File: src/dbpt_pkg.sv
// ----------------------------------------------------------------------------
// dbpt_pkg
// Shared types and constants of the backup phase tracker.
// ----------------------------------------------------------------------------
package dbpt_pkg;

    // Defaults for the top-level parameters
    localparam int TAG_WIDTH_DEF       = 22;
    localparam int FRAC_BITS_DEF       = 14;
    localparam int CLOCK_PERIOD_PS_DEF = 8000;

    // Fixed field widths
    localparam int FUNC_W     = 2;
    localparam int SRC_W      = 5;
    localparam int TAG_IN_W   = 22;
    localparam int SHIFT_PS_W = 24;
    localparam int DATA_W     = 32;
    localparam int CFG_IDX_W  = 2;
    localparam int CFG_DATA_W = 5;

    // Adder renormalization
    localparam logic [DATA_W-1:0]        WRAP_STEP    = 32'd100000000;
    localparam logic signed [DATA_W-1:0] RENORM_LIMIT = 32'sd200000000;

    typedef enum logic [FUNC_W-1:0] {
        FUNC_TAG   = 2'd0,
        FUNC_SET   = 2'd1,
        FUNC_START = 2'd2,
        FUNC_STOP  = 2'd3
    } t_func;

    typedef enum logic [CFG_IDX_W-1:0] {
        CFG_REF_CHANNEL = 2'd0,
        CFG_OUT_CHANNEL = 2'd1,
        CFG_LOCK_MASK   = 2'd2,
        CFG_DIV_TWO     = 2'd3
    } t_cfg_idx;

    typedef struct packed {
        t_func                         func;
        logic [SRC_W-1:0]              source;
        logic [TAG_IN_W-1:0]           tag;
        logic signed [SHIFT_PS_W-1:0]  shift_ps;
    } t_item;

    typedef struct packed {
        logic [SRC_W-1:0] ref_channel;
        logic [SRC_W-1:0] out_channel;
        logic             lock_mask_enable;
        logic             divide_by_two;
    } t_cfg;

endpackage

File: src/dbpt_if.sv
// ----------------------------------------------------------------------------
// dbpt channel interfaces
// Request, result and register-write channels of the backup phase tracker.
// ----------------------------------------------------------------------------
interface dbpt_in_if;
    logic                                      valid;
    logic                                      ready;
    logic [dbpt_pkg::FUNC_W-1:0]               func;
    logic [dbpt_pkg::SRC_W-1:0]                source;
    logic [dbpt_pkg::TAG_IN_W-1:0]             tag;
    logic signed [dbpt_pkg::SHIFT_PS_W-1:0]    shift_ps;

    modport src (output valid, func, source, tag, shift_ps, input ready);
    modport snk (input valid, func, source, tag, shift_ps, output ready);
endinterface

interface dbpt_out_if;
    logic                                  valid;
    logic                                  ready;
    logic                                  status;
    logic                                  busy_res;
    logic signed [dbpt_pkg::DATA_W-1:0]    phase_error;
    logic signed [dbpt_pkg::DATA_W-1:0]    current_shift;

    modport src (output valid, status, busy_res, phase_error, current_shift, input ready);
    modport snk (input valid, status, busy_res, phase_error, current_shift, output ready);
endinterface

interface dbpt_cfg_if;
    logic                              valid;
    logic                              ready;
    logic [dbpt_pkg::CFG_IDX_W-1:0]    index;
    logic [dbpt_pkg::CFG_DATA_W-1:0]   data;

    modport src (output valid, index, data, input ready);
    modport snk (input valid, index, data, output ready);
endinterface

File: src/dbpt_div_pipe.sv
// ----------------------------------------------------------------------------
// dbpt_div_pipe
// Two-stage reciprocal multiplier that turns a picosecond shift into tag units.
// Every request passes through; only set-shift requests use the quotient.
// ----------------------------------------------------------------------------
module dbpt_div_pipe #(
    parameter int FRAC_BITS       = dbpt_pkg::FRAC_BITS_DEF,
    parameter int CLOCK_PERIOD_PS = dbpt_pkg::CLOCK_PERIOD_PS_DEF
) (
    input  logic                          i_clk,
    input  logic                          i_rst_n,
    input  logic                          i_adv,
    input  logic                          i_valid,
    input  logic                          i_div_two,
    input  dbpt_pkg::t_item               i_item,
    output logic                          o_valid,
    output dbpt_pkg::t_item               o_item,
    output logic [dbpt_pkg::DATA_W-1:0]   o_target
);

    localparam int PS_W    = dbpt_pkg::SHIFT_PS_W;
    localparam int DW      = dbpt_pkg::DATA_W;
    // 2^SH >= 2^PS_W * period keeps the truncated product equal to the exact quotient
    localparam int SH      = PS_W + $clog2(CLOCK_PERIOD_PS);
    localparam int RECIP_W = PS_W + FRAC_BITS + 2;
    localparam int HI_W    = RECIP_W - PS_W;
    localparam int PROD_W  = PS_W + RECIP_W;
    localparam logic [63:0] RECIP =
        ((64'd1 << (SH + FRAC_BITS)) + 64'(CLOCK_PERIOD_PS) - 64'd1) /
        64'(CLOCK_PERIOD_PS);
    localparam logic [PS_W-1:0] RECIP_LO = RECIP[PS_W-1:0];
    localparam logic [HI_W-1:0] RECIP_HI = RECIP[RECIP_W-1:PS_W];

    logic [PS_W-1:0]              mag;
    logic [2*PS_W-1:0]            p_lo;
    logic [RECIP_W-1:0]           p_hi;

    logic                         r_mul_v;
    dbpt_pkg::t_item              r_mul_item;
    logic [2*PS_W-1:0]            r_p_lo;
    logic [RECIP_W-1:0]           r_p_hi;

    logic                         r_fin_v;
    dbpt_pkg::t_item              r_fin_item;
    logic [DW-1:0]                r_fin_target;

    logic [PROD_W-1:0]            prod;
    logic [DW-1:0]                q32;
    logic [DW-1:0]                sval;
    logic [DW-1:0]                sval_rnd;
    logic [DW-1:0]                n_target;

    // magnitude of the shift; the most negative value maps to 2^23
    assign mag = i_item.shift_ps[PS_W-1] ?
                 (PS_W'(0) - i_item.shift_ps) : i_item.shift_ps;

    // reciprocal split in two so each partial product stays narrow
    assign p_lo = (2*PS_W)'(mag) * (2*PS_W)'(RECIP_LO);
    assign p_hi = RECIP_W'(mag) * RECIP_W'(RECIP_HI);

    always_ff @(posedge i_clk) begin
        if (!i_rst_n) begin
            r_mul_v <= 1'b0;
        end else if (i_adv) begin
            r_mul_v <= i_valid;
        end
    end

    always_ff @(posedge i_clk) begin
        if (i_adv) begin
            r_mul_item <= i_item;
            r_p_lo     <= p_lo;
            r_p_hi     <= p_hi;
        end
    end

    // sum, scale back, sign, 32-bit wrap and optional halving toward zero
    always_comb begin
        prod     = (PROD_W'(r_p_hi) << PS_W) + PROD_W'(r_p_lo);
        q32      = DW'(prod >> SH);
        sval     = r_mul_item.shift_ps[PS_W-1] ? (DW'(0) - q32) : q32;
        sval_rnd = sval + {{(DW-1){1'b0}}, sval[DW-1]};
        n_target = i_div_two ? DW'($signed(sval_rnd) >>> 1) : sval;
    end

    always_ff @(posedge i_clk) begin
        if (!i_rst_n) begin
            r_fin_v <= 1'b0;
        end else if (i_adv) begin
            r_fin_v <= r_mul_v;
        end
    end

    always_ff @(posedge i_clk) begin
        if (i_adv) begin
            r_fin_item   <= r_mul_item;
            r_fin_target <= n_target;
        end
    end

    assign o_valid  = r_fin_v;
    assign o_item   = r_fin_item;
    assign o_target = r_fin_target;

endmodule

File: src/ddmtd_backup_phase_tracker.sv
// ----------------------------------------------------------------------------
// ddmtd_backup_phase_tracker
// Phase tracker of a backup reference clock against the feedback clock.
// ----------------------------------------------------------------------------
// Takes one request per clock unless a result waits to be taken. Each request
// passes through a two-stage reciprocal multiplier (the picosecond-to-tag-unit
// conversion, used only by set-shift requests) and then the state update that
// loads the result register. Requests stay in order; the whole pipeline holds
// while a result waits to be taken, so at most three requests are in flight.
// Register writes are taken every cycle and apply at once, so write them only
// while the block is empty.
module ddmtd_backup_phase_tracker #(
    parameter int TAG_WIDTH       = dbpt_pkg::TAG_WIDTH_DEF,
    parameter int FRAC_BITS       = dbpt_pkg::FRAC_BITS_DEF,
    parameter int CLOCK_PERIOD_PS = dbpt_pkg::CLOCK_PERIOD_PS_DEF
) (
    input  logic           i_clk,
    input  logic           i_rst_n,
    dbpt_in_if.snk         i_in,
    dbpt_out_if.src        o_out,
    dbpt_cfg_if.snk        i_cfg
);

    localparam int DW = dbpt_pkg::DATA_W;
    localparam logic [DW-1:0] WRAP_ADD = DW'(64'd1 << TAG_WIDTH);

    logic              adv;
    dbpt_pkg::t_item   in_item;
    dbpt_pkg::t_cfg    r_cfg;

    logic              lv;
    dbpt_pkg::t_item   litem;
    logic [DW-1:0]     ltarget;

    // tracker state
    logic                  r_running, n_running;
    logic                  r_rh_v, n_rh_v, r_oh_v, n_oh_v;
    logic [TAG_WIDTH-1:0]  r_rh, n_rh, r_oh, n_oh;
    logic                  r_rp_v, n_rp_v, r_op_v, n_op_v;
    logic [TAG_WIDTH-1:0]  r_rp, n_rp, r_op, n_op;
    logic [DW-1:0]         r_ra, n_ra, r_oa, n_oa;
    logic [DW-1:0]         r_perr, n_perr, r_tgt, n_tgt, r_cur, n_cur;

    logic                  r_out_v, r_out_status, r_out_busy;
    logic                  n_status;

    // tag path temporaries
    logic [TAG_WIDTH-1:0]  tag_t;
    logic                  wrap_r, wrap_o, seed, renorm;
    logic [DW-1:0]         ra1, oa1, err_raw, err, tgt1, cur1, ra2, ra3, oa3;

    assign adv         = !r_out_v || o_out.ready;
    assign i_in.ready  = adv;
    assign i_cfg.ready = 1'b1;

    assign in_item.func     = dbpt_pkg::t_func'(i_in.func);
    assign in_item.source   = i_in.source;
    assign in_item.tag      = i_in.tag;
    assign in_item.shift_ps = i_in.shift_ps;

    always_ff @(posedge i_clk) begin
        if (!i_rst_n) begin
            r_cfg.ref_channel      <= '0;
            r_cfg.out_channel      <= dbpt_pkg::SRC_W'(1);
            r_cfg.lock_mask_enable <= 1'b0;
            r_cfg.divide_by_two    <= 1'b0;
        end else if (i_cfg.valid) begin
            case (dbpt_pkg::t_cfg_idx'(i_cfg.index))
                dbpt_pkg::CFG_REF_CHANNEL: r_cfg.ref_channel      <= i_cfg.data;
                dbpt_pkg::CFG_OUT_CHANNEL: r_cfg.out_channel      <= i_cfg.data;
                dbpt_pkg::CFG_LOCK_MASK:   r_cfg.lock_mask_enable <= i_cfg.data[0];
                dbpt_pkg::CFG_DIV_TWO:     r_cfg.divide_by_two    <= i_cfg.data[0];
                default: ;
            endcase
        end
    end

    dbpt_div_pipe #(
        .FRAC_BITS       (FRAC_BITS),
        .CLOCK_PERIOD_PS (CLOCK_PERIOD_PS)
    ) u_div (
        .i_clk     (i_clk),
        .i_rst_n   (i_rst_n),
        .i_adv     (adv),
        .i_valid   (i_in.valid),
        .i_div_two (r_cfg.divide_by_two),
        .i_item    (in_item),
        .o_valid   (lv),
        .o_item    (litem),
        .o_target  (ltarget)
    );

    always_comb begin
        n_running = r_running;
        n_rh_v = r_rh_v;  n_rh = r_rh;  n_oh_v = r_oh_v;  n_oh = r_oh;
        n_rp_v = r_rp_v;  n_rp = r_rp;  n_op_v = r_op_v;  n_op = r_op;
        n_ra = r_ra;  n_oa = r_oa;  n_perr = r_perr;  n_tgt = r_tgt;  n_cur = r_cur;
        n_status = 1'b1;

        tag_t   = TAG_WIDTH'(litem.tag);
        wrap_r  = 1'b0;
        wrap_o  = 1'b0;
        ra1     = r_ra;
        oa1     = r_oa;
        err_raw = '0;
        err     = '0;
        seed    = 1'b0;
        renorm  = 1'b0;
        tgt1    = r_tgt;
        cur1    = r_cur;
        ra2     = r_ra;
        ra3     = r_ra;
        oa3     = r_oa;

        case (litem.func)
            dbpt_pkg::FUNC_TAG: begin
                if (r_running) begin
                    if (litem.source == r_cfg.ref_channel) begin
                        n_rh_v = 1'b1;
                        n_rh   = tag_t;
                    end
                    if (litem.source == r_cfg.out_channel) begin
                        n_oh_v = 1'b1;
                        n_oh   = tag_t;
                    end

                    // a tag below the channel's previous one means the counter wrapped
                    if (n_rh_v) begin
                        wrap_r = r_rp_v && (r_rp > n_rh);
                        n_rp_v = 1'b1;
                        n_rp   = n_rh;
                    end
                    if (n_oh_v) begin
                        wrap_o = r_op_v && (r_op > n_oh);
                        n_op_v = 1'b1;
                        n_op   = n_oh;
                    end
                    ra1  = wrap_r ? (r_ra + WRAP_ADD) : r_ra;
                    oa1  = wrap_o ? (r_oa + WRAP_ADD) : r_oa;
                    n_ra = ra1;
                    n_oa = oa1;

                    if (!(n_rh_v && n_oh_v)) begin
                        n_status = 1'b0;
                    end else begin
                        err_raw = ra1 + DW'(n_rh) - oa1 - DW'(n_oh);
                        err = r_cfg.lock_mask_enable ?
                              {{(DW-FRAC_BITS){err_raw[FRAC_BITS-1]}},
                               err_raw[FRAC_BITS-1:0]} : err_raw;

                        // first nonzero error after start seeds the loop
                        seed = (err != '0) && (r_perr == '0) && (r_cur == '0) &&
                               (ra1 == '0);
                        tgt1 = seed ? (DW'(0) - err) :
                               ((err != '0) ? (r_perr - err) : r_tgt);
                        cur1 = seed ? (DW'(0) - err) : r_cur;
                        ra2  = seed ? (DW'(0) - err) : ra1;

                        renorm = ($signed(ra2) > dbpt_pkg::RENORM_LIMIT) &&
                                 ($signed(oa1) > dbpt_pkg::RENORM_LIMIT);
                        ra3 = renorm ? (ra2 - dbpt_pkg::WRAP_STEP) : ra2;
                        oa3 = renorm ? (oa1 - dbpt_pkg::WRAP_STEP) : oa1;

                        n_tgt = tgt1;
                        n_oa  = oa3;
                        if ($signed(cur1) < $signed(tgt1)) begin
                            n_cur = cur1 + DW'(1);
                            n_ra  = ra3 + DW'(1);
                        end else if ($signed(cur1) > $signed(tgt1)) begin
                            n_cur = cur1 - DW'(1);
                            n_ra  = ra3 - DW'(1);
                        end else begin
                            n_cur = cur1;
                            n_ra  = ra3;
                        end

                        n_perr = err;
                        n_rh_v = 1'b0;
                        n_oh_v = 1'b0;
                    end
                end
            end
            dbpt_pkg::FUNC_SET: begin
                n_tgt = ltarget;
            end
            dbpt_pkg::FUNC_START: begin
                n_ra = '0;  n_oa = '0;
                n_rh_v = 1'b0;  n_oh_v = 1'b0;  n_rp_v = 1'b0;  n_op_v = 1'b0;
                n_perr = '0;  n_tgt = '0;  n_cur = '0;
                n_running = 1'b1;
            end
            dbpt_pkg::FUNC_STOP: begin
                n_running = 1'b0;
            end
            default: ;
        endcase
    end

    always_ff @(posedge i_clk) begin
        if (!i_rst_n) begin
            r_running <= 1'b0;
            r_rh_v    <= 1'b0;
            r_oh_v    <= 1'b0;
            r_rp_v    <= 1'b0;
            r_op_v    <= 1'b0;
            r_ra      <= '0;
            r_oa      <= '0;
            r_perr    <= '0;
            r_tgt     <= '0;
            r_cur     <= '0;
            r_out_v   <= 1'b0;
        end else if (adv) begin
            r_out_v <= lv;
            if (lv) begin
                r_running <= n_running;
                r_rh_v    <= n_rh_v;
                r_oh_v    <= n_oh_v;
                r_rp_v    <= n_rp_v;
                r_op_v    <= n_op_v;
                r_ra      <= n_ra;
                r_oa      <= n_oa;
                r_perr    <= n_perr;
                r_tgt     <= n_tgt;
                r_cur     <= n_cur;
            end
        end
    end

    always_ff @(posedge i_clk) begin
        if (adv && lv) begin
            r_rh         <= n_rh;
            r_oh         <= n_oh;
            r_rp         <= n_rp;
            r_op         <= n_op;
            r_out_status <= n_status;
            r_out_busy   <= (n_tgt != n_cur);
        end
    end

    // state only moves when a result is loaded, so it doubles as the payload
    assign o_out.valid         = r_out_v;
    assign o_out.status        = r_out_status;
    assign o_out.busy_res      = r_out_busy;
    assign o_out.phase_error   = r_perr;
    assign o_out.current_shift = r_cur;

    a_start_clears: assert property (@(posedge i_clk) disable iff (!i_rst_n)
        (lv && adv && litem.func == dbpt_pkg::FUNC_START) |=>
        (r_cur == '0 && r_perr == '0 && r_tgt == '0 && r_running))
        else $error("start did not clear tracker state");

    a_locking_only_running: assert property (@(posedge i_clk) disable iff (!i_rst_n)
        (r_out_v && !r_out_status) |-> r_running)
        else $error("incomplete pair reported while stopped");

    a_pair_consumed: assert property (@(posedge i_clk) disable iff (!i_rst_n)
        !(r_rh_v && r_oh_v))
        else $error("complete tag pair left unprocessed");

    a_stopped_tag_idle: assert property (@(posedge i_clk) disable iff (!i_rst_n)
        (lv && adv && litem.func == dbpt_pkg::FUNC_TAG && !r_running) |=>
        ($stable(r_cur) && $stable(r_ra) && $stable(r_oa) && $stable(r_perr)))
        else $error("tag changed state while stopped");

endmodule

File: src/flat_wrapper.sv
// flat-port wrapper written by rule: the top's interface ports become plain ports
module ddmtd_backup_phase_tracker_flat 
#(
    parameter int TAG_WIDTH       = dbpt_pkg::TAG_WIDTH_DEF,
    parameter int FRAC_BITS       = dbpt_pkg::FRAC_BITS_DEF,
    parameter int CLOCK_PERIOD_PS = dbpt_pkg::CLOCK_PERIOD_PS_DEF
)
  (i_clk, i_rst_n, i_in_valid, i_in_func, i_in_source, i_in_tag, i_in_shift_ps, i_in_ready, o_out_valid, o_out_status, o_out_busy_res, o_out_phase_error, o_out_current_shift, o_out_ready, i_cfg_valid, i_cfg_index, i_cfg_data, i_cfg_ready);
  dbpt_in_if i_in_i ();
  dbpt_out_if o_out_i ();
  dbpt_cfg_if i_cfg_i ();
  input  logic i_clk;
  input  logic i_rst_n;
  input wire logic [$bits(i_in_i.valid)-1:0] i_in_valid;
  input wire logic [$bits(i_in_i.func)-1:0] i_in_func;
  input wire logic [$bits(i_in_i.source)-1:0] i_in_source;
  input wire logic [$bits(i_in_i.tag)-1:0] i_in_tag;
  input wire logic [$bits(i_in_i.shift_ps)-1:0] i_in_shift_ps;
  output wire logic [$bits(i_in_i.ready)-1:0] i_in_ready;
  output wire logic [$bits(o_out_i.valid)-1:0] o_out_valid;
  output wire logic [$bits(o_out_i.status)-1:0] o_out_status;
  output wire logic [$bits(o_out_i.busy_res)-1:0] o_out_busy_res;
  output wire logic [$bits(o_out_i.phase_error)-1:0] o_out_phase_error;
  output wire logic [$bits(o_out_i.current_shift)-1:0] o_out_current_shift;
  input wire logic [$bits(o_out_i.ready)-1:0] o_out_ready;
  input wire logic [$bits(i_cfg_i.valid)-1:0] i_cfg_valid;
  input wire logic [$bits(i_cfg_i.index)-1:0] i_cfg_index;
  input wire logic [$bits(i_cfg_i.data)-1:0] i_cfg_data;
  output wire logic [$bits(i_cfg_i.ready)-1:0] i_cfg_ready;
  assign i_in_i.valid = i_in_valid;
  assign i_in_i.func = i_in_func;
  assign i_in_i.source = i_in_source;
  assign i_in_i.tag = i_in_tag;
  assign i_in_i.shift_ps = i_in_shift_ps;
  assign i_in_ready = i_in_i.ready;
  assign o_out_valid = o_out_i.valid;
  assign o_out_status = o_out_i.status;
  assign o_out_busy_res = o_out_i.busy_res;
  assign o_out_phase_error = o_out_i.phase_error;
  assign o_out_current_shift = o_out_i.current_shift;
  assign o_out_i.ready = o_out_ready;
  assign i_cfg_i.valid = i_cfg_valid;
  assign i_cfg_i.index = i_cfg_index;
  assign i_cfg_i.data = i_cfg_data;
  assign i_cfg_ready = i_cfg_i.ready;
  ddmtd_backup_phase_tracker #(.TAG_WIDTH(TAG_WIDTH), .FRAC_BITS(FRAC_BITS), .CLOCK_PERIOD_PS(CLOCK_PERIOD_PS)) u_core (.i_clk(i_clk), .i_rst_n(i_rst_n), .i_in(i_in_i), .o_out(o_out_i), .i_cfg(i_cfg_i));
endmodule
File: config.mk
export PLATFORM = sky130hd
export DESIGN_NAME = ddmtd_backup_phase_tracker_flat
export DESIGN_NICKNAME = d
export VERILOG_FILES = /design/src/dbpt_pkg.sv /design/src/dbpt_if.sv /design/src/dbpt_div_pipe.sv /design/src/ddmtd_backup_phase_tracker.sv /design/src/flat_wrapper.sv
export SDC_FILE = /design/constraint.sdc
export NUM_CORES = 2
export LEC_CHECK = 0
export ABC_AREA = 1
export BUFFER_PORTS_ARGS = -buffer_cell sky130_fd_sc_hd__buf_2
export CORE_MARGIN = 5
export CORE_UTILIZATION = 56
export DETAILED_ROUTE_END_ITERATION = 7
export PLACE_DENSITY = 0.72
export SKIP_CTS_REPAIR_TIMING = 1
export SLEW_MARGIN = 15
export SYNTH_ARGS = -nofsm -noshare
export SYNTH_HDL_FRONTEND = slang
export SYNTH_SLANG_ARGS = --single-unit
export TNS_END_PERCENT = 30
File: constraint.sdc
create_clock -name i_clk -period 10.88 [get_ports i_clk]
set_input_delay 2.176 -clock i_clk [delete_from_list [all_inputs] [get_ports i_clk]]
set_output_delay 2.176 -clock i_clk [all_outputs]
set_load 0.05 [all_outputs]
==> reports/metrics.cfg <==
[placement]
gp_congestion = 1.03
numPortBuffers = 132
dpl.hpwl_mm = 129
post-place-ws_ns = -0.845

[floorplan]
die_area_mm2 = 0.0876
core_mm2 = 0.0808
die_x_um = 296
num_io_pins = 134
die-height_um = 296
rows = 104
start_util_pct = 56.7

[critical_path]
ff2ff_path_depth = 72
cp_slowest_cell = edfxtp_1
path_max_fanout = 13
required_ns = 11.24
rrSetupSlack_ns = 0.10
crit_path_end_kind = register
r2r-end = u_core.o_out.busy_res
slowest_delay_ns = 0.42
crit_path_start_kind = register
crit_top_cell = nand2_1
path_class = reg2reg
cp.arrival_ns = 11.14
worstReg2RegStart = u_core.u_div.o_item[47]

[detailed_routing]
vias = 42800
wl_met1_mm = 57.7
wl_per_cell_um = 20.5
ant_nets = 0
first_iter_violations = 3236
viasPerCell = 5.61
dr_wl_met2_mm = 74.8
firstDrtPassIters = 6
finalWirelength_mm = 156
remaining_drc_errors = 0
wl_met3_mm = 10.4
top_layer_used = met5

[sta]
fin_ws_ns = 0.101
fin_crit_ns = 10.78
fin_tns_setup_ns = 0
tightest_slew_ns = 1.15
slew_headroom_pct = 22.3
hold_violations = 0
fin_skew_ns = 0.0317
final.period_utilization_pct = 99.1
slew_violations = 0
setup_viol_count_final = 0
rsz0062_at_grt = true
fmax_mhz = 92.8

[min_path]
min_from = u_core.u_div.r_mul_item[30]
hp-class = reg2reg
hold_depth = 0
holdPathEnd = u_core.u_div.o_item[30]

[global_routing]
grt_pass1_vias = 42600
grt_max_degree = 92
grt_use_total_pct = 35.2
grt-ovfl-total = 0
grt_pass1_wl_mm = 239
antenna_found_initial = 3

[outcome]
outcome = finished, final reports clean

[cts]
cts_made_buffers = 47
cts_sinks = 413
clk_pin_slew_worst_paths_ns = 0.06
clk_path_buf_depth = 3
cts_max_level = 2
cts_tree = done
root_buffer = clkbuf_16
insertion_delay_ns = 0.63

[synth]
syn_area_per_cell_um2 = 7.75
syn-num-nets = 6854
async_flop_share_pct = 0
synth_flop_cell = edfxtp_1
yosysSeqAreaShare_pct = 23.3
synth-seq-cells = 413
syn_inst = 5912
synth_cell_types = 79
synth_edf_count = 241
yosysWarnings = 0
synth_area_mm2 = 0.0458

[cells_and_area]
fin_nets = 7470
drive_gt1_share_pct = 15.3
final_cell_mix = nand2_1, inv_1, ha_1
fillers = 7118
area_growth_pct = 16.6
final_common_cell = nand2_1

[run]
drv_cap = 0

logic make-up (layout without fill, tap and decap cells):
logic type               count (synthesis)  in the layout  synth area share, %
AND/OR/NAND/NOR                       2200           2200                 20.9
buffers and inverters                 1194           1848                 10.0
AO/OA/AOI/OAI                          970            970                 11.8
adder cells (fa/ha/maj)                877            877                 29.0
flip-flops                             413            413                 23.3
XOR/XNOR                               257            257                 4.97
other                                    1              3              0.00819
worst max path at each step:
stage,from,to,depth (start not counted)
final,u_core.u_div.o_item[47],u_core.o_out.busy_res,72
after global routing,u_core.u_div.o_item[46],u_core.o_out.busy_res,72
after CTS,u_core.u_div.o_item[48],u_core.o_out.busy_res,68
after detailed placement,i_in_shift_ps[0],u_core.u_div.r_p_lo[45],38
after global placement,i_in_shift_ps[0],u_core.u_div.r_p_lo[45],38
after floorplan,u_core.u_div.o_item[50],u_core.o_out.busy_res,69
critical path, delay by kind of cell, from the launching register on:
| family | cells | cell delay, ns |
|---|---|---|
| and+or+nand+nor | 39 | 4.68 |
| xor gates and xnor gates | 3 | 0.53 |
| adders and majority gates | 6 | 1.77 |
| AOI/OAI and AO/OA | 9 | 1.35 |
| DFF | 1 | 0.42 |
| buffers and inverters | 15 | 1.75 |
registers in the layout (all words and copies together), names as in the netlist, 12 cells and up:
| register | count |
|---|---|
| u_core.r_oh | 22 |
| u_core.u_div.r_p_lo | 22 |
| u_core.r_op | 22 |
| u_core.u_div.o_item | 29 |
| u_core.o_out.phase_error | 32 |
| u_core.u_div.r_mul_item | 31 |
| u_core.o_out.current_shift | 32 |
| u_core.r_rp | 22 |
| u_core.u_div.r_p_hi | 38 |
| u_core.r_oa | 24 |
| u_core.r_tgt | 32 |
| u_core.r_ra | 32 |
| u_core.u_div.o_target | 31 |
| u_core.r_rh | 22 |
| u_core.r_cfg | 12 |
layout make-up:
class	count	area, um^2	area share (%)
Timing Repair Buffer	685	4900	9.18
Tap cell	1060	1330	2.48
Antenna cell	2	5.00	0.00937
Multi-Input combinational cell	4305	30900	57.8
Clock inverter	23	260	0.487
Clock buffer	64	1330	2.49
Sequential cell	413	10700	20.0
Inverter	1076	4050	7.58
synth_stat cells, drive strengths merged, types with 2 or more instances:
master      n  area, um^2
nand2    1173        4510
inv      1069        4020
ha        566        7080
nor2      445        1770
o21ai     402        2050
a21oi     389        1960
fa        311        6230
nand3     298        1520
edfxtp    241        7240
xor2      187        1660
dfxtp     172        3440
clkbuf     93         349
nand4      72         484
or2        71         444
xnor2      70         613
nor3       69         362
o211ai     44         330
nor4       39         244
buf        25         196
a31oi      19         119
nand3b     17         131
o21bai     17         128
a21o       15         113
a211oi     13         103
o221ai     12         105
o22ai      12        75.1
a21boi      9        82.6
o31ai       8        60.1
clkinv      7        26.3
and3        6        37.5
o21a        6        45.0
o2111ai     5        43.8
a221o       4        40.0
a22oi       4        30.0
nor3b       4        30.0
a221oi      2        17.5
and2        2        12.5
or4         2        15.0
layer usage:
metal,track usage [%],up-vias
li1,-,20500
met1,40.9,20100
met2,61.2,1690
met3,4.78,504
met4,23.2,2
met5,0,-
through the flow:
stage | util (%) | cell area, um^2 | cells | hold slack, ns
floorplan | - | 45800 | 5912 | 0.400
global placement | 63.8 | 51500 | 7538 | 0.400
detailed placement | 63.8 | 51500 | 7538 | 0.405
CTS | 65.7 | 53100 | 7625 | 0.420
global route | 66.1 | 53400 | 7626 | 0.423
finish | 66.1 | 53400 | 7628 | 0.418
Power is not shown: default switching activity piles up to over one toggle a cycle in this logic, so the estimate is an artifact.
